<file path="src/hw/rtl/mbe_pkg.sv">
// Package for the monochrome bitmap expander: job type passed from front to back
// and header layout constants. No dependencies.
package mbe_pkg;

  // Header layout
  localparam int unsigned HdrLen = 8;

  typedef logic [3:0] hdr_idx_t;

  localparam hdr_idx_t HdrWidthHi  = 4'd0;
  localparam hdr_idx_t HdrWidthLo  = 4'd1;
  localparam hdr_idx_t HdrHeightHi = 4'd2;
  localparam hdr_idx_t HdrHeightLo = 4'd3;
  localparam hdr_idx_t HdrRed      = 4'd4;
  localparam hdr_idx_t HdrGreen    = 4'd5;
  localparam hdr_idx_t HdrBlue     = 4'd6;
  localparam hdr_idx_t HdrPad      = 4'd7;
  localparam hdr_idx_t HdrDone     = 4'd8;

  localparam int unsigned BitsPerByte = 8;

  // One bitmap byte worth of drawing work
  typedef struct packed {
    logic [7:0]  mask;   // bit 7 is column x0
    logic [15:0] x0;
    logic [15:0] y;
    logic [7:0]  red;
    logic [7:0]  green;
    logic [7:0]  blue;
  } job_t;

endpackage

</file>
<file path="src/hw/rtl/mbe_if.sv">
// Channel interfaces of the bitmap expander: image byte words in, pixel words out.
// No dependencies.
interface mbe_byte_if;
  logic        valid;
  logic        ready;
  logic        first;
  logic [15:0] origin_x;
  logic [15:0] origin_y;
  logic [7:0]  data_byte;

  modport source (output valid, first, origin_x, origin_y, data_byte, input ready);
  modport sink   (input valid, first, origin_x, origin_y, data_byte, output ready);
endinterface

interface mbe_pix_if;
  logic        valid;
  logic        ready;
  logic [15:0] pixel_x;
  logic [15:0] pixel_y;
  logic [7:0]  red;
  logic [7:0]  green;
  logic [7:0]  blue;
  logic        last;

  modport source (output valid, pixel_x, pixel_y, red, green, blue, last, input ready);
  modport sink   (input valid, pixel_x, pixel_y, red, green, blue, last, output ready);
endinterface

</file>
<file path="src/hw/rtl/mbe_front.sv">
// Front end: takes image bytes, parses the header, tracks column and row and
// turns each drawable bitmap byte into a job. Depends on mbe_pkg.
module mbe_front (
  input  logic          clk_i,
  input  logic          rst_ni,
  input  logic          in_valid_i,
  output logic          in_ready_o,
  input  logic          first_i,
  input  logic [15:0]   origin_x_i,
  input  logic [15:0]   origin_y_i,
  input  logic [7:0]    data_byte_i,
  output logic          push_o,
  output mbe_pkg::job_t job_o,
  input  logic          full_i
);
  import mbe_pkg::*;

  logic [3:0]  hdr_cnt_q, hdr_cnt_d;
  logic [15:0] width_q, width_d;
  logic [15:0] height_q, height_d;
  logic [7:0]  red_q, red_d, green_q, green_d, blue_q, blue_d;
  logic [15:0] base_x_q, base_x_d, base_y_q, base_y_d;
  logic [15:0] col_q, col_d, row_q, row_d;

  logic        accept;
  logic [3:0]  hdr_cnt;
  logic [15:0] w_eff, h_eff;
  logic [16:0] rem;
  logic [7:0]  col_ok, mask;
  logic        row_ok, wrap;

  assign in_ready_o = ~full_i;
  assign accept     = in_valid_i & ~full_i;

  // first restarts the header and samples the origin
  assign hdr_cnt = first_i ? HdrWidthHi : hdr_cnt_q;

  // Sizes with bit 15 set count as zero
  assign w_eff = width_q[15]  ? 16'd0 : width_q;
  assign h_eff = height_q[15] ? 16'd0 : height_q;
  assign row_ok = row_q < h_eff;

  // Columns left in this row; bit k (MSB first) is drawable when k < rem
  assign rem = {1'b0, w_eff} - {1'b0, col_q};
  always_comb begin
    if (rem[16]) begin
      col_ok = 8'h00;
    end else if (rem[15:3] != 13'd0) begin
      col_ok = 8'hFF;
    end else begin
      col_ok = ~(8'hFF >> rem[2:0]);
    end
  end
  assign wrap = rem[16] | (rem <= 17'(BitsPerByte));
  assign mask = col_ok & data_byte_i;

  // Job to the queue
  assign push_o      = accept & (hdr_cnt == HdrDone) & row_ok & (mask != 8'h00);
  assign job_o.mask  = mask;
  assign job_o.x0    = base_x_q + col_q;
  assign job_o.y     = base_y_q + row_q;
  assign job_o.red   = red_q;
  assign job_o.green = green_q;
  assign job_o.blue  = blue_q;

  // Header parsing and position tracking
  always_comb begin
    hdr_cnt_d = hdr_cnt_q;
    width_d   = width_q;
    height_d  = height_q;
    red_d     = red_q;
    green_d   = green_q;
    blue_d    = blue_q;
    base_x_d  = base_x_q;
    base_y_d  = base_y_q;
    col_d     = col_q;
    row_d     = row_q;
    if (accept) begin
      if (first_i) begin
        base_x_d = origin_x_i;
        base_y_d = origin_y_i;
      end
      if (hdr_cnt != HdrDone) begin
        hdr_cnt_d = hdr_cnt + 4'd1;
        unique case (hdr_cnt)
          HdrWidthHi: begin
            width_d = {data_byte_i, 8'h00};
            col_d   = '0;
            row_d   = '0;
          end
          HdrWidthLo:  width_d  = {width_q[15:8], data_byte_i};
          HdrHeightHi: height_d = {data_byte_i, 8'h00};
          HdrHeightLo: height_d = {height_q[15:8], data_byte_i};
          HdrRed:      red_d    = data_byte_i;
          HdrGreen:    green_d  = data_byte_i;
          HdrBlue:     blue_d   = data_byte_i;
          default: ;   // pad byte
        endcase
      end else if (row_ok) begin
        if (wrap) begin
          col_d = '0;
          row_d = row_q + 16'd1;
        end else begin
          col_d = col_q + 16'(BitsPerByte);
        end
      end
    end
  end

  always_ff @(posedge clk_i or negedge rst_ni) begin
    if (!rst_ni) begin
      hdr_cnt_q <= '0;
      width_q   <= '0;
      height_q  <= '0;
      red_q     <= '0;
      green_q   <= '0;
      blue_q    <= '0;
      base_x_q  <= '0;
      base_y_q  <= '0;
      col_q     <= '0;
      row_q     <= '0;
    end else begin
      hdr_cnt_q <= hdr_cnt_d;
      width_q   <= width_d;
      height_q  <= height_d;
      red_q     <= red_d;
      green_q   <= green_d;
      blue_q    <= blue_d;
      base_x_q  <= base_x_d;
      base_y_q  <= base_y_d;
      col_q     <= col_d;
      row_q     <= row_d;
    end
  end

endmodule

</file>
<file path="src/hw/rtl/mbe_queue.sv">
// Short job queue between front and back end, register based.
// Depends on mbe_pkg.
module mbe_queue #(
  parameter int unsigned Depth = 4
) (
  input  logic          clk_i,
  input  logic          rst_ni,
  input  logic          push_i,
  input  mbe_pkg::job_t job_i,
  output logic          full_o,
  input  logic          pop_i,
  output logic          valid_o,
  output mbe_pkg::job_t job_o
);
  import mbe_pkg::*;

  localparam int unsigned PtrW = (Depth > 1) ? $clog2(Depth) : 1;
  localparam int unsigned CntW = $clog2(Depth + 1);

  job_t            mem_q [Depth];
  logic [PtrW-1:0] wr_ptr_q, wr_ptr_d, rd_ptr_q, rd_ptr_d;
  logic [CntW-1:0] cnt_q, cnt_d;
  logic            do_push, do_pop;

  assign full_o  = cnt_q == CntW'(Depth);
  assign valid_o = cnt_q != '0;
  assign job_o   = mem_q[rd_ptr_q];
  assign do_push = push_i & ~full_o;
  assign do_pop  = pop_i & valid_o;

  // Pointer and fill count update
  always_comb begin
    wr_ptr_d = wr_ptr_q;
    rd_ptr_d = rd_ptr_q;
    cnt_d    = cnt_q;
    if (do_push) begin
      wr_ptr_d = (wr_ptr_q == PtrW'(Depth - 1)) ? '0 : wr_ptr_q + PtrW'(1);
    end
    if (do_pop) begin
      rd_ptr_d = (rd_ptr_q == PtrW'(Depth - 1)) ? '0 : rd_ptr_q + PtrW'(1);
    end
    if (do_push && !do_pop) begin
      cnt_d = cnt_q + CntW'(1);
    end else if (do_pop && !do_push) begin
      cnt_d = cnt_q - CntW'(1);
    end
  end

  always_ff @(posedge clk_i or negedge rst_ni) begin
    if (!rst_ni) begin
      wr_ptr_q <= '0;
      rd_ptr_q <= '0;
      cnt_q    <= '0;
    end else begin
      wr_ptr_q <= wr_ptr_d;
      rd_ptr_q <= rd_ptr_d;
      cnt_q    <= cnt_d;
    end
  end

  // Storage
  always_ff @(posedge clk_i) begin
    if (do_push) begin
      mem_q[wr_ptr_q] <= job_i;
    end
  end

endmodule

</file>
<file path="src/hw/rtl/mbe_back.sv">
// Back end: takes jobs from the queue and emits one pixel word per set mask
// bit, MSB first, through an output register. Depends on mbe_pkg.
module mbe_back (
  input  logic          clk_i,
  input  logic          rst_ni,
  input  logic          job_valid_i,
  input  mbe_pkg::job_t job_i,
  output logic          pop_o,
  output logic          pix_valid_o,
  input  logic          pix_ready_i,
  output logic [15:0]   pixel_x_o,
  output logic [15:0]   pixel_y_o,
  output logic [7:0]    red_o,
  output logic [7:0]    green_o,
  output logic [7:0]    blue_o,
  output logic          last_o
);
  import mbe_pkg::*;

  job_t        job_q, job_d;
  logic        out_vld_q, out_vld_d;
  logic [15:0] x_q, y_q;
  logic [7:0]  r_q, g_q, b_q;
  logic        last_q;

  logic        advance, emit;
  logic [2:0]  hi;
  logic [7:0]  rest;
  logic [15:0] x_pix;

  // Highest set mask bit is the leftmost pixel still to draw
  always_comb begin
    hi = 3'd0;
    for (int i = 0; i < BitsPerByte; i++) begin
      if (job_q.mask[i]) begin
        hi = 3'(i);
      end
    end
  end
  assign rest  = job_q.mask & ~(8'h01 << hi);
  assign x_pix = job_q.x0 + {13'd0, 3'd7 - hi};

  assign advance = ~out_vld_q | pix_ready_i;
  assign emit    = advance & (job_q.mask != 8'h00);
  assign pop_o   = job_valid_i & ((job_q.mask == 8'h00) | (emit & (rest == 8'h00)));

  // Job register
  always_comb begin
    job_d = job_q;
    if (pop_o) begin
      job_d = job_i;
    end else if (emit) begin
      job_d.mask = rest;
    end
  end

  assign out_vld_d = emit | (out_vld_q & ~pix_ready_i);

  always_ff @(posedge clk_i or negedge rst_ni) begin
    if (!rst_ni) begin
      job_q     <= '0;
      out_vld_q <= 1'b0;
    end else begin
      job_q     <= job_d;
      out_vld_q <= out_vld_d;
    end
  end

  // Output register
  always_ff @(posedge clk_i) begin
    if (emit) begin
      x_q    <= x_pix;
      y_q    <= job_q.y;
      r_q    <= job_q.red;
      g_q    <= job_q.green;
      b_q    <= job_q.blue;
      last_q <= rest == 8'h00;
    end
  end

  assign pix_valid_o = out_vld_q;
  assign pixel_x_o   = x_q;
  assign pixel_y_o   = y_q;
  assign red_o       = r_q;
  assign green_o     = g_q;
  assign blue_o      = b_q;
  assign last_o      = last_q;

endmodule

</file>
<file path="src/hw/rtl/mono_bitmap_expander_core.sv">
// Monochrome bitmap expander, top level.
// Depends on mbe_pkg, mbe_if, mbe_front, mbe_queue and mbe_back.
//
// byte_i carries the image stream, one byte per word. A word with first set
// starts an image and samples origin_x/origin_y; it and the next seven words are
// the header (width, height big-endian, red, green, blue, pad). Later words are
// bitmap bytes, rows padded to whole bytes. pix_o carries one word per drawn
// pixel, MSB first within each byte, with last set on the final pixel of a byte.
// Throughput: the front end takes one byte per cycle while the queue is not full; the
// back end emits one pixel per cycle while pix_o is ready, so a byte with n drawn
// pixels gives n words (up to 8). A job reaching an idle back end first loads the job
// register. On an idle core a bitmap byte reaches its first pixel via the queue, which
// takes the job at the accepting edge, then the job register, then the output register.
// byte_i is held off only when the job queue (QueueDepth entries) is full; header
// bytes and bytes that draw nothing still need a free slot to be taken.
// When pix_o stalls, the output register holds its word and jobs pile up in the
// queue until it fills. Reset empties queue and output and clears the header
// state, so bytes seen without first are parsed as header with origin zero.
module mono_bitmap_expander_core #(
  parameter int unsigned QueueDepth = 4
) (
  input  logic  clk_i,
  input  logic  rst_ni,
  mbe_byte_if.sink  byte_i,
  mbe_pix_if.source pix_o
);
  import mbe_pkg::*;

  logic push, full, pop, job_valid;
  job_t job_in, job_out;

  mbe_front u_front (
    .clk_i       (clk_i),
    .rst_ni      (rst_ni),
    .in_valid_i  (byte_i.valid),
    .in_ready_o  (byte_i.ready),
    .first_i     (byte_i.first),
    .origin_x_i  (byte_i.origin_x),
    .origin_y_i  (byte_i.origin_y),
    .data_byte_i (byte_i.data_byte),
    .push_o      (push),
    .job_o       (job_in),
    .full_i      (full)
  );

  mbe_queue #(
    .Depth (QueueDepth)
  ) u_queue (
    .clk_i   (clk_i),
    .rst_ni  (rst_ni),
    .push_i  (push),
    .job_i   (job_in),
    .full_o  (full),
    .pop_i   (pop),
    .valid_o (job_valid),
    .job_o   (job_out)
  );

  mbe_back u_back (
    .clk_i       (clk_i),
    .rst_ni      (rst_ni),
    .job_valid_i (job_valid),
    .job_i       (job_out),
    .pop_o       (pop),
    .pix_valid_o (pix_o.valid),
    .pix_ready_i (pix_o.ready),
    .pixel_x_o   (pix_o.pixel_x),
    .pixel_y_o   (pix_o.pixel_y),
    .red_o       (pix_o.red),
    .green_o     (pix_o.green),
    .blue_o      (pix_o.blue),
    .last_o      (pix_o.last)
  );

endmodule
</file>
<file path="src/flat_wrapper.sv">
// flat-port wrapper written by rule: the top's interface ports become plain ports
module mono_bitmap_expander_core_flat import mbe_pkg::*;
#(
  parameter int unsigned QueueDepth = 4
)
  (clk_i, rst_ni, byte_i_valid, byte_i_first, byte_i_origin_x, byte_i_origin_y, byte_i_data_byte, byte_i_ready, pix_o_valid, pix_o_pixel_x, pix_o_pixel_y, pix_o_red, pix_o_green, pix_o_blue, pix_o_last, pix_o_ready);
  mbe_byte_if byte_i_i ();
  mbe_pix_if pix_o_i ();
  input  logic clk_i;
  input  logic rst_ni;
  input wire logic [$bits(byte_i_i.valid)-1:0] byte_i_valid;
  input wire logic [$bits(byte_i_i.first)-1:0] byte_i_first;
  input wire logic [$bits(byte_i_i.origin_x)-1:0] byte_i_origin_x;
  input wire logic [$bits(byte_i_i.origin_y)-1:0] byte_i_origin_y;
  input wire logic [$bits(byte_i_i.data_byte)-1:0] byte_i_data_byte;
  output wire logic [$bits(byte_i_i.ready)-1:0] byte_i_ready;
  output wire logic [$bits(pix_o_i.valid)-1:0] pix_o_valid;
  output wire logic [$bits(pix_o_i.pixel_x)-1:0] pix_o_pixel_x;
  output wire logic [$bits(pix_o_i.pixel_y)-1:0] pix_o_pixel_y;
  output wire logic [$bits(pix_o_i.red)-1:0] pix_o_red;
  output wire logic [$bits(pix_o_i.green)-1:0] pix_o_green;
  output wire logic [$bits(pix_o_i.blue)-1:0] pix_o_blue;
  output wire logic [$bits(pix_o_i.last)-1:0] pix_o_last;
  input wire logic [$bits(pix_o_i.ready)-1:0] pix_o_ready;
  assign byte_i_i.valid = byte_i_valid;
  assign byte_i_i.first = byte_i_first;
  assign byte_i_i.origin_x = byte_i_origin_x;
  assign byte_i_i.origin_y = byte_i_origin_y;
  assign byte_i_i.data_byte = byte_i_data_byte;
  assign byte_i_ready = byte_i_i.ready;
  assign pix_o_valid = pix_o_i.valid;
  assign pix_o_pixel_x = pix_o_i.pixel_x;
  assign pix_o_pixel_y = pix_o_i.pixel_y;
  assign pix_o_red = pix_o_i.red;
  assign pix_o_green = pix_o_i.green;
  assign pix_o_blue = pix_o_i.blue;
  assign pix_o_last = pix_o_i.last;
  assign pix_o_i.ready = pix_o_ready;
  mono_bitmap_expander_core #(.QueueDepth(QueueDepth)) u_core (.clk_i(clk_i), .rst_ni(rst_ni), .byte_i(byte_i_i), .pix_o(pix_o_i));
endmodule
</file>
<file path="config.mk">
export PLATFORM = sky130hd
export DESIGN_NAME = mono_bitmap_expander_core_flat
export DESIGN_NICKNAME = d
export VERILOG_FILES = /design/src/hw/rtl/mbe_pkg.sv /design/src/hw/rtl/mbe_if.sv /design/src/hw/rtl/mbe_front.sv /design/src/hw/rtl/mbe_queue.sv /design/src/hw/rtl/mbe_back.sv /design/src/hw/rtl/mono_bitmap_expander_core.sv /design/src/flat_wrapper.sv
export SDC_FILE = /design/constraint.sdc
export NUM_CORES = 1
export LEC_CHECK = 0
export ABC_AREA = 1
export BUFFER_PORTS_ARGS = -buffer_cell sky130_fd_sc_hd__buf_4
export CAP_MARGIN = 10
export CORE_MARGIN = 2
export CORE_UTILIZATION = 52
export DETAILED_ROUTE_END_ITERATION = 8
export MAX_ROUTING_LAYER = met4
export PLACE_DENSITY = 0.69
export SYNTH_ARGS = -nofsm -noshare
export SYNTH_HDL_FRONTEND = slang
export SYNTH_SLANG_ARGS = --single-unit
</file>
<file path="constraint.sdc">
create_clock -name clk_i -period 7.2 [get_ports clk_i]
set_input_delay 0.36 -clock clk_i [delete_from_list [all_inputs] [get_ports clk_i]]
set_output_delay 0.36 -clock clk_i [all_outputs]
set_load 0.005 [all_outputs]
</file>
### Yosys cells after proc, flatten, opt, wreduce, memory -nomap -nowiden

Memories as Yosys holds them, arrays and structs flattened.
Cells that the tools add are included.
Widths: inputs -> output; s select.

* input port bits: 45
* bits in registers: 253
* memories: 1
* RAM bits: 256
* word-level logic and storage cells: 137

* muxes and demuxes: 29
* shift-type cells: 2
* $add $sub $neg: 12
* equal/unequal tests: 12
* magnitude comparators: 2
* reductions and logical operators: 28
* bitwise operators: 23

Memories
* u_core.u_queue.mem_q: depth 4, width 64, rd ports 1, clocked after memory_dff 0, wr ports 1, line mbe_queue.sv:20 `job_t mem_q [Depth];`

Operator list (number)
* $mux 16: 7
* $pmux 16 s2: 2
* $add 16x16->16: 2
* $mux 8: 4
* $mux 15: 2
* $mux 3: 7
* $reduce_and 3->1: 6
* $le 17x4->1 const B: 1
* $sub 15x16->17: 1
* $add 16x1->16 const B: 1
* $add 16x3->16: 1
* $add 16x4->16 const B: 1
* $and 8x8->8: 2
* $logic_not 8->1: 2
* $lt 16x15->1: 1
* $not 8->8: 2
* $reduce_bool 8->1: 2
* $reduce_bool 13->1: 1
* $eq 4x3->1 const B: 3
* $reduce_and 4->1: 3
* $reduce_bool 2->1: 6
* $and 1x1->1: 10
* $eq 4x2->1 const B: 2
* $shl 1x3->8 const A: 1
* 22 further kinds: 38

### Depth between registers and ports, before layout

Gate-level depths: netlist (run 1).

* depth after elaboration: 18
* depth in mapped cells: 28

### Cells and area by module

A second synthesis (run 1) with hierarchy kept.

* cells, all modules: 2292
* area, all modules: 23706.5 um^2

By module, submodules not included
* mbe_queue: area each 10689.0 um^2, instances 1, cells an instance 806, seq. area each 7862.5 um^2
* mbe_front: area each 8012.7 um^2, instances 1, cells an instance 1013, seq. area each 3027.9 um^2
* mbe_back: area each 5004.8 um^2, instances 1, cells an instance 473, seq. area each 3338.2 um^2

### Least setup slack after synthesis (run 1)

No wires, ideal clock.

* path kind: reg2reg
* start point: register u_core.u_back.job_q[62] (netlist bit)
* end point: register u_core.u_queue.cnt_q[1]
* arrival: 5.746 ns
* path buffers: 2
* setup time: 0.125 ns
* required time: 7.075 ns
* period minus slack after synthesis: 5.871 ns
* setup slack: 1.329 ns
* stages on the path, launching flop included: 16
* path through: dfrtp_1 > nor2_2 > inv_2 > nor2_4 > inv_2 > nor4_2 > nor2_1 > clkinv_1 > o21bai_1 > o31ai_2 > buf_4 > buf_2 > ha_1 > inv_1 > fa_1 > mux2_2

* elaborated cells on any way between the ends: 18
* those cells by class: 1 x shift; 3 x mux; 7 x bitwise; 7 x reduce/logical

RTL lines
* from (decl): line mbe_back.sv:20 `job_t job_q, job_d;`
* from (signal assigned): line mbe_back.sv:64 `job_q <= job_d;`
* $reduce_bool 8->1: line mbe_back.sv:44 `assign emit = advance & (job_q.mask != 8'h00);`
* $and 1x1->1: line mbe_back.sv:44
* net u_core.u_back.emit: line mbe_back.sv:26 `logic advance, emit;`
* $and 1x1->1: line mbe_back.sv:45 `assign pop_o = job_valid_i & ((job_q.mask == 8'h00) | (emit & (rest == 8'h00)));`
* $or 1x1->1: line mbe_back.sv:45
* $and 1x1->1: line mbe_back.sv:45
* $and 1x1->1: line mbe_queue.sv:29 `assign do_pop = pop_i & valid_o;`
* $logic_not 1->1: line mbe_queue.sv:42 `if (do_push && !do_pop) begin`
* $logic_and 1x1->1: line mbe_queue.sv:42
* $mux 3: line mbe_queue.sv:42
* net u_core.u_queue.cnt_d[1]: line mbe_queue.sv:22 `logic [CntW-1:0] cnt_q, cnt_d;`
* to (signal assigned): line mbe_queue.sv:57 `cnt_q <= cnt_d;`
* to (decl): line mbe_queue.sv:22

The timed path passes the listed nets, and every way through them passes these cells.
A chain may end at the register's enable or synchronous reset.

### Worst setup path after layout (run 1)

* start point: register u_core.u_front.width_q[15]
* end point: memory u_core.u_queue.mem_q[1][40] (netlist bit), enable pin

* longest elaborated chain between the ends: 12
* elaborated cells on any way between the ends: 13
* those cells by class: 1 x add/sub; 1 x shift; 5 x mux; 4 x bitwise; 2 x reduce/logical

RTL lines
* from (decl): line mbe_front.sv:19 `logic [15:0] width_q, width_d;`
* from (signal assigned): line mbe_front.sv:124 `width_q <= width_d;`
* $mux 15 *: line mbe_front.sv:39 `assign w_eff = width_q[15] ? 16'd0 : width_q;`
* $sub 15x16->17 *: line mbe_front.sv:44 `assign rem = {1'b0, w_eff} - {1'b0, col_q};`
* $shr 8x3->8: line mbe_front.sv:51 `col_ok = ~(8'hFF >> rem[2:0]);`
* $not 8->8: line mbe_front.sv:51
* $mux 8: line mbe_front.sv:48 `end else if (rem[15:3] != 13'd0) begin`
* $mux 8 *: line mbe_front.sv:46 `if (rem[16]) begin`
* $and 8x8->8 *: line mbe_front.sv:55 `assign mask = col_ok & data_byte_i;`
* $reduce_bool 8->1 *: line mbe_front.sv:58 `assign push_o = accept & (hdr_cnt == HdrDone) & row_ok & (mask != 8'h00);`
* $and 1x1->1 *: line mbe_front.sv:58
* $and 1x1->1 *: line mbe_queue.sv:28 `assign do_push = push_i & ~full_o;`
* $mux 1 *: line mbe_queue.sv:63 `if (do_push) begin`
* $mux 1 (not written as such) *: line mbe_queue.sv:64 `mem_q[wr_ptr_q] <= job_i;`
* to (decl): line mbe_queue.sv:20

Mark *: on every way between the ends. The rest lies on a longest branch, timed or not.

==> results of run 1 <==
## cell usage after synthesis, types with 10 or more instances
| library cell | number |
|---|---|
| edfxtp_1 | 313 |
| buf_2 | 10 |
| a21oi_1 | 97 |
| o22ai_1 | 19 |
| ha_1 | 71 |
| nor2_1 | 131 |
| xnor2_1 | 14 |
| nand2_1 | 464 |
| xor2_1 | 44 |
| o21ai_0 | 180 |
| mux2_2 | 32 |
| nor3_1 | 22 |
| nand4_1 | 17 |
| inv_1 | 168 |
| clkbuf_1 | 57 |
| nand3_1 | 58 |
| dfrtp_1 | 193 |
| a32o_1 | 50 |
| inv_2 | 11 |
| o21ai_1 | 10 |
## registers in the layout, summed over array words and instances, names as in the netlist, 13 cells and up
signal and count:
u_core.u_back.job_q 64, u_core.u_back.pixel_x_o 16, u_core.u_back.pixel_y_o 16, u_core.u_front.base_x_q 16
u_core.u_front.base_y_q 16, u_core.u_front.col_q 13, u_core.u_front.height_q 16, u_core.u_front.row_q 16
u_core.u_front.width_q 16, u_core.u_queue.mem_q 256
## tightest hold or removal path, stage by stage
cell and delay (ns):
buf_4 0.12, o21ai_0 0.08, nand2_1 0.06, o31ai_1 0.06
## kinds of logic (layout without fill, tap and decap cells)
group / count (synthesis) / in the layout / synth area share
compound gates: 383 / 383 / 0.102
xor+xnor: 59 / 59 / 0.0234
fa+ha+maj: 74 / 74 / 0.0424
buf+inv: 258 / 426 / 0.0450
flops: 506 / 506 / 0.636
mux: 32 / 32 / 0.0161
other cells: 2 / 3 / 0.000336
simple gates: 726 / 726 / 0.135
## worst paths after layout
kind / start / endpoint / slack, ns / cells past startpoint
worst max-delay path: u_core.u_front.width_q[15] / u_core.u_queue.mem_q[1][40] / 2.73 / 19
worst max register to register: u_core.u_front.width_q[15] / u_core.u_queue.mem_q[1][40] / 2.73 / 19
worst min register to register: u_core.u_back.job_q[15] / u_core.u_back.green_o[7] / 0.45 / 0
max in group asynchronous: rst_ni / u_core.u_front.row_q[9] / 5.58 / 3
worst min-delay path: byte_i_first / u_core.u_front.hdr_cnt_q[2] / 0.11 / 4
min in group asynchronous: rst_ni / u_core.u_front.col_q[12] / 0.30 / 2
## power by group
part	internal, W	switching [W]	total [W]
sequential	0.00385	0.000377	0.00423
clock	0.00149	0.00110	0.00259
combinational	0.00121	0.00220	0.00341
## per-stage QoR
step / hold WS (ns) / setup WS (ns)
after CTS: 0.0660 / 2.70
final: 0.111 / 2.73
after global routing: 0.108 / 2.30
after global placement: 0.379 / 2.79
after floorplan: 0.0644 / 1.33
after detailed placement: 0.382 / 2.71
## timing repair
item / in CTS / in global routing
hold endpoints to repair: 93 / 0
buffers inserted: 0 / 0
hold buffers: 34 / 0
resized for setup: 0 / 0
## metal layers
layer / up-vias / global-route usage
li1: 7289 / -
met1: 7361 / 0.326
met2: 331 / 0.360
met3: 93 / 0.0335
met4: 0 / 0.0816
met5: - / -
## layout make-up
cell class              instances  area, µm²  area share
well taps                     539        674      0.0263
diodes                          1       2.50   0.0000975
repair buffers                150       1220      0.0474
multi-input cells            1276       7180       0.280
flip-flops and latches        506      14200       0.554
clock buffers                  71       1450      0.0565
inverters                     181        683      0.0266
clock inverters                24        229     0.00892
==> run_results.csv, run 1 <==
group,metric,value,unit
placement,io_buffers,103,
cts,path_clk_slew,0.06,ns
worst_setup_path,endpoint_kind,"flop",
synth,synth_area,22400,µm²
floorplanning,ioPinCount,104,
cells_and_area,area_delta_synth_final,14.8,%
worst_setup_path,cp_num_buf_inv,3,
sta,setup_viol,0,
cells_and_area,layout_common_cells,"463 x nand2_1, 313 x edfxtp_1, 192 x dfrtp_1",
cts,cts_tree,"yes",
cts,cts_root_buf,"clkbuf_16",
sta,rsz0062_at_grt,"false",
sta,post-route-period-util,0.621,
sta,max_freq,224,MHz
route,vias,15100,
synth,synthTopCellsByArea,"edfxtp_1 42%, dfrtp_1 22%, nand2_1 7.8%",
route,routed-wl-met2,22.6,mm
sta,clock_skew,0.0242,ns
pwr,leakage,10.7,nW
sta,tns,0,ns
worst_setup_path,crit_slowest_cell,"nor2_4",
route,dr.pass1.iters,5,
synth,yosysSeqAreaShare,0.636,
cells_and_area,final_common_cell,"nand2_1",
floorplanning,die_w,211,µm
synth,syn_avg_cell_area,11.0,µm²
synth,synth_ff_type,"edfxtp_1",
floorplanning,start_util,0.530,
synth,synth-edff-count,313,
worst_setup_path,critPathTopFamily,"simple AND/OR/NAND/NOR gates",
cells_and_area,finalNonFillerCells,2748,
placement,dp_cells,2618,
synth,async_flop_share,0.381,
cells_and_area,layout-drive-gt1-share,0.124,
sta,hold_viol,0,
worst_setup_path,critPathMostFrequentCell,"nand2_1",
status,status,"finished, final reports clean",
cells_and_area,nNetsFinal,2285,
cells_and_area,fin_util,0.608,
cts,cts_max_path_buffers,3,
floorplanning,core-area,42200,µm²
synth,ys_seq_elements,506,
cts,cts_num_sinks,506,
sta,max-slew-margin-rel,0.307,
sta,period_minus_slack,4.47,ns
route,highest_layer,"met4",
worst_setup_path,crit_chain,"nor2_1 -> ha_1 -> inv_1 -> nor3_2 -> nand2_1 -> nand2_2 -> nand2_1 -> nand2_1 -> nand2_1 -> a21oi_4 -> inv_2 -> nor2_1 -> nand2_1 -> nand2_1 -> nor2_1 -> nand2_1 -> nand2_2 -> nor2_4 -> buf_4",
worst_setup_path,arrival,4.70,ns
placement,place_area,23700,µm²
synth,syn_nets,2159,
route,routedWlPerCell,18.0,µm
worst_setup_path,start_kind,"flop",
route,drt_iter0_drc,915,
global_route,grt_pass1_wl,79.4,mm
placement,globalplace.congestion,0.889,
cts,htreeDepth,2,
worst_setup_path,crit_type,"reg2reg",
global_route,grt_pass1_vias,14800,
route,drt_wl_total,49.6,mm
sta,slew_viol_final,0,
cts,clock_latency,0.61,ns
worst_setup_path,cpPeakStageDelay,0.78,ns
floorplanning,die-area,44700,µm²
worst_setup_path,crit_fanout,35,
route,routed-wl-met3,2.56,mm
route,drc,0,
cells_and_area,final_area,25700,µm²
global_route,grt_use_total,0.235,
synth,yosysWarnings,0,
global_route,grt_max_degree,105,
synth,syn_inst,2040,
cts,cts_buffers,51,
route,wl_met1,23.0,mm
worst_setup_path,required,7.42,ns
placement,dp_hpwl,32.5,mm
synth,synth_area_leader_cell,"edfxtp_1",
floorplanning,core.rowCount,75,
route,avgViaCountPerCell,5.49,
flow_run,maxCapViolCount,0,
cells_and_area,nFillCells,3423,
floorplanning,die_height,211,µm
global_route,overflow,0,
pwr,finalPower,0.0102,W
pwr,power.density,399,nW/µm²
route,antenna_left,0,
synth,synth_top_cell_area_share,0.420,
synth,synth.distinct_cells,52,
pwr,ir_drop,0.216,mV
min_path,min_path_type,"in2reg",
global_route,antenna_found_initial,3,
sta,worstMarginPinSlew,1.04,ns
(Power assumes the default switching activity.)
==> run 2, diff against run 1 <==
==> constraint.sdc (replaced) <==
create_clock -name clk_i -period 4.3 [get_ports clk_i]
set_input_delay 0.215 -clock clk_i [delete_from_list [all_inputs] [get_ports clk_i]]
set_output_delay 0.215 -clock clk_i [all_outputs]
set_load 0.005 [all_outputs]
==> run 2 against run 1 <==
- global-route usage is 0.36 points higher
- routed wire length is 1.3% higher
- clock skew up 0.0069 ns
- clock power rose by 71%
- sequential share of layout area down 0.51 points
- combinational power grew 69%
- critical path depth is 4 higher
- cell area is 0.94% higher
- count of clock-buffer cells in the layout down 2
- via count up 0.77%
- flip-flop and latch count is the same
- power grew 69%
- largest power group unchanged
==> run_results.csv, run 2 (synthesis gave the netlist of run 1 again) <==
group,metric,value,unit
floorplanning,ioPinCount,104,
sta,rsz0062_at_grt,"false",
cts,cts_max_path_buffers,3,
cells_and_area,seq_area,14200,µm²
cts,cts_num_sinks,506,
route,drt_iter0_drc,1250,
worst_setup_path,cpPeakStageDelay,0.55,ns
placement,dp_hpwl,32.8,mm
floorplanning,start_util,0.530,
cts,cts_setup_buffers,0,
worst_setup_path,start_kind,"flop",
pwr,ir_drop,0.348,mV
cells_and_area,final_common_cell,"nand2_1",
cells_and_area,largest_register_ffs,256,
pwr,leakage,10.8,nW
route,avgViaCountPerCell,5.50,
sta,setup_viol,0,
sta,clock_skew,0.0310,ns
worst_setup_path,r2r_setup_slack,0.49,ns
sta,slew_viol_final,0,
floorplanning,die-area,44700,µm²
cells_and_area,multi_input_area,7180,µm²
worst_setup_path,crit_fanout,14,
sta,hold_viol,0,
sta,max-slew-margin-rel,0.364,
pwr,power_frac_comb,0.333,
pwr,power.switching,0.00620,W
global_route,grt_use_total,0.239,
cts,cts_tree,"yes",
route,antenna_left,0,
global_route,antenna_found_initial,2,
placement,dp_cells,2632,
worst_setup_path,required,4.77,ns
cts,htreeDepth,2,
pwr,p_seq_frac,0.411,
route,wl_met1,23.3,mm
route,routed-wl-met2,23.3,mm
placement,globalplace.congestion,0.888,
route,dr.pass1.iters,5,
worst_setup_path,critPathMostFrequentCell,"nand2_1",
route,drc,0,
worst_setup_path,crit_slowest_cell,"dfrtp_2",
pwr,pwr-share-clk,0.256,
sta,hold_ws,0.0700,ns
worst_setup_path,endpoint_kind,"flop",
sta,max_freq,262,MHz
cells_and_area,nFillCells,3351,
route,highest_layer,"met4",
global_route,grt_pass1_wl,80.6,mm
route,routed-wl-met3,2.75,mm
sta,period_minus_slack,3.81,ns
placement,io_buffers,103,
cells_and_area,layout-drive-gt1-share,0.130,
floorplanning,core-area,42200,µm²
global_route,grt_max_degree,87,
cells_and_area,n_antenna_cell,0,
cells_and_area,regMostFlops,"u_core.u_queue.mem_q",
min_path,min_path_type,"in2reg",
sta,worstMarginPinSlew,0.952,ns
route,drt_wl_total,50.2,mm
cells_and_area,finalNonFillerCells,2763,
pwr,power.density,667,nW/µm²
worst_setup_path,arrival,4.28,ns
cells_and_area,layout_common_cells,"464 x nand2_1, 313 x edfxtp_1, 191 x dfrtp_1",
route,vias,15200,
pwr,switching_share,0.359,
global_route,grt_pass1_vias,14800,
flow_run,maxCapViolCount,0,
worst_setup_path,crit_chain,"nor2_1 -> ha_1 -> inv_2 -> nand2_1 -> nand2_1 -> nand2_2 -> nand3_1 -> nand3_1 -> nand2_1 -> nand2_1 -> nand3_1 -> nor3_2 -> nand3_1 -> nand3_1 -> nand2_1 -> nor2_1 -> nand2_1 -> nand2_2 -> inv_1 -> ha_1 -> inv_1 -> fa_1 -> mux2_2",
floorplanning,die_height,211,µm
cells_and_area,nNetsFinal,2300,
cts,clock_latency,0.61,ns
cells_and_area,top_regs,"u_core.u_queue.mem_q: 256 flops, u_core.u_back.job_q: 64 flops",
route,routedWlPerCell,18.2,µm
cts,path_clk_slew,0.06,ns
pwr,p_int,0.0111,W
cells_and_area,area_delta_synth_final,15.8,%
sta,post-route-period-util,0.886,
cts,cts_buffers,51,
floorplanning,core.rowCount,75,
cts,cts_root_buf,"clkbuf_16",
status,status,"finished, final reports clean",
global_route,overflow,0,
floorplanning,die_w,211,µm
worst_setup_path,crit_type,"reg2reg",
## run 2: layout make-up
cell class                 count  share of cell area
sequential                   506               0.549
multi-input combinational   1276               0.277
timing repair buffer         165              0.0553
clock buffer                  69              0.0542
inverter                     181              0.0264
tap                          539              0.0260
clock inverter                27              0.0118
## run 2: per-stage QoR
step           instance area (µm²)  power, W  utilization  worst slack [ns]  TNS [ns]
3_5_place_dp                 23900    0.0129        0.565             0.386         0
4_1_cts                      25900    0.0174        0.614             0.362         0
5_1_grt                      25900    0.0185        0.614            0.0930         0
2_1_floorplan                22400    0.0110            -            -0.167    -42.64
6_report                     25900    0.0173        0.614             0.488         0
3_3_place_gp                 23900    0.0127        0.565             0.462         0
## run 2: power by group through the flow
| stage | Clock [W] | Sequential [W] | Combinational [W] |
|---|---|---|---|
| floorplan | 0 | 0.00693 | 0.00409 |
| global placement | 0 | 0.00714 | 0.00557 |
| detailed placement | 0 | 0.00718 | 0.00571 |
| CTS | 0.00452 | 0.00709 | 0.00578 |
| global route | 0.00472 | 0.00721 | 0.00654 |
| finish | 0.00443 | 0.00709 | 0.00575 |
## run 2: layer usage
layer  up-vias  global-route usage
met5         -                   -
met4         0              0.0551
met3        66              0.0326
met2       422               0.372
met1      7387               0.338
li1       7315                   -
## run 2: final timing paths
path	start	to	cells after the start
setup reg to reg	u_core.u_front.width_q[15]	u_core.u_queue.cnt_q[1]	23
min in group asynchronous	rst_ni	u_core.u_front.col_q[6]	2
hold / removal	byte_i_data_byte[5]	u_core.u_queue.mem_q[1][61]	3
setup / recovery	u_core.u_front.width_q[15]	u_core.u_queue.cnt_q[1]	23
hold reg to reg	u_core.u_back.job_q[10]	u_core.u_back.green_o[2]	0
max in group asynchronous	rst_ni	u_core.u_queue.rd_ptr_q[0]	3
## run 2: repair_timing
action | in CTS | in global routing
setup endpoints to repair | 0 | 1
hold buffers | 35 | 0
endpoints found under the hold margin | 102 | 0
gates resized for setup | 0 | 1
## run 2: worst max-delay path: cells and delay by family (launching register included)
kind          cells  cell delay (ns)
buf+inv           3             0.20
simple gates     16             1.68
flops             1             0.55
fa+ha+maj         3             0.99
mux               1             0.27
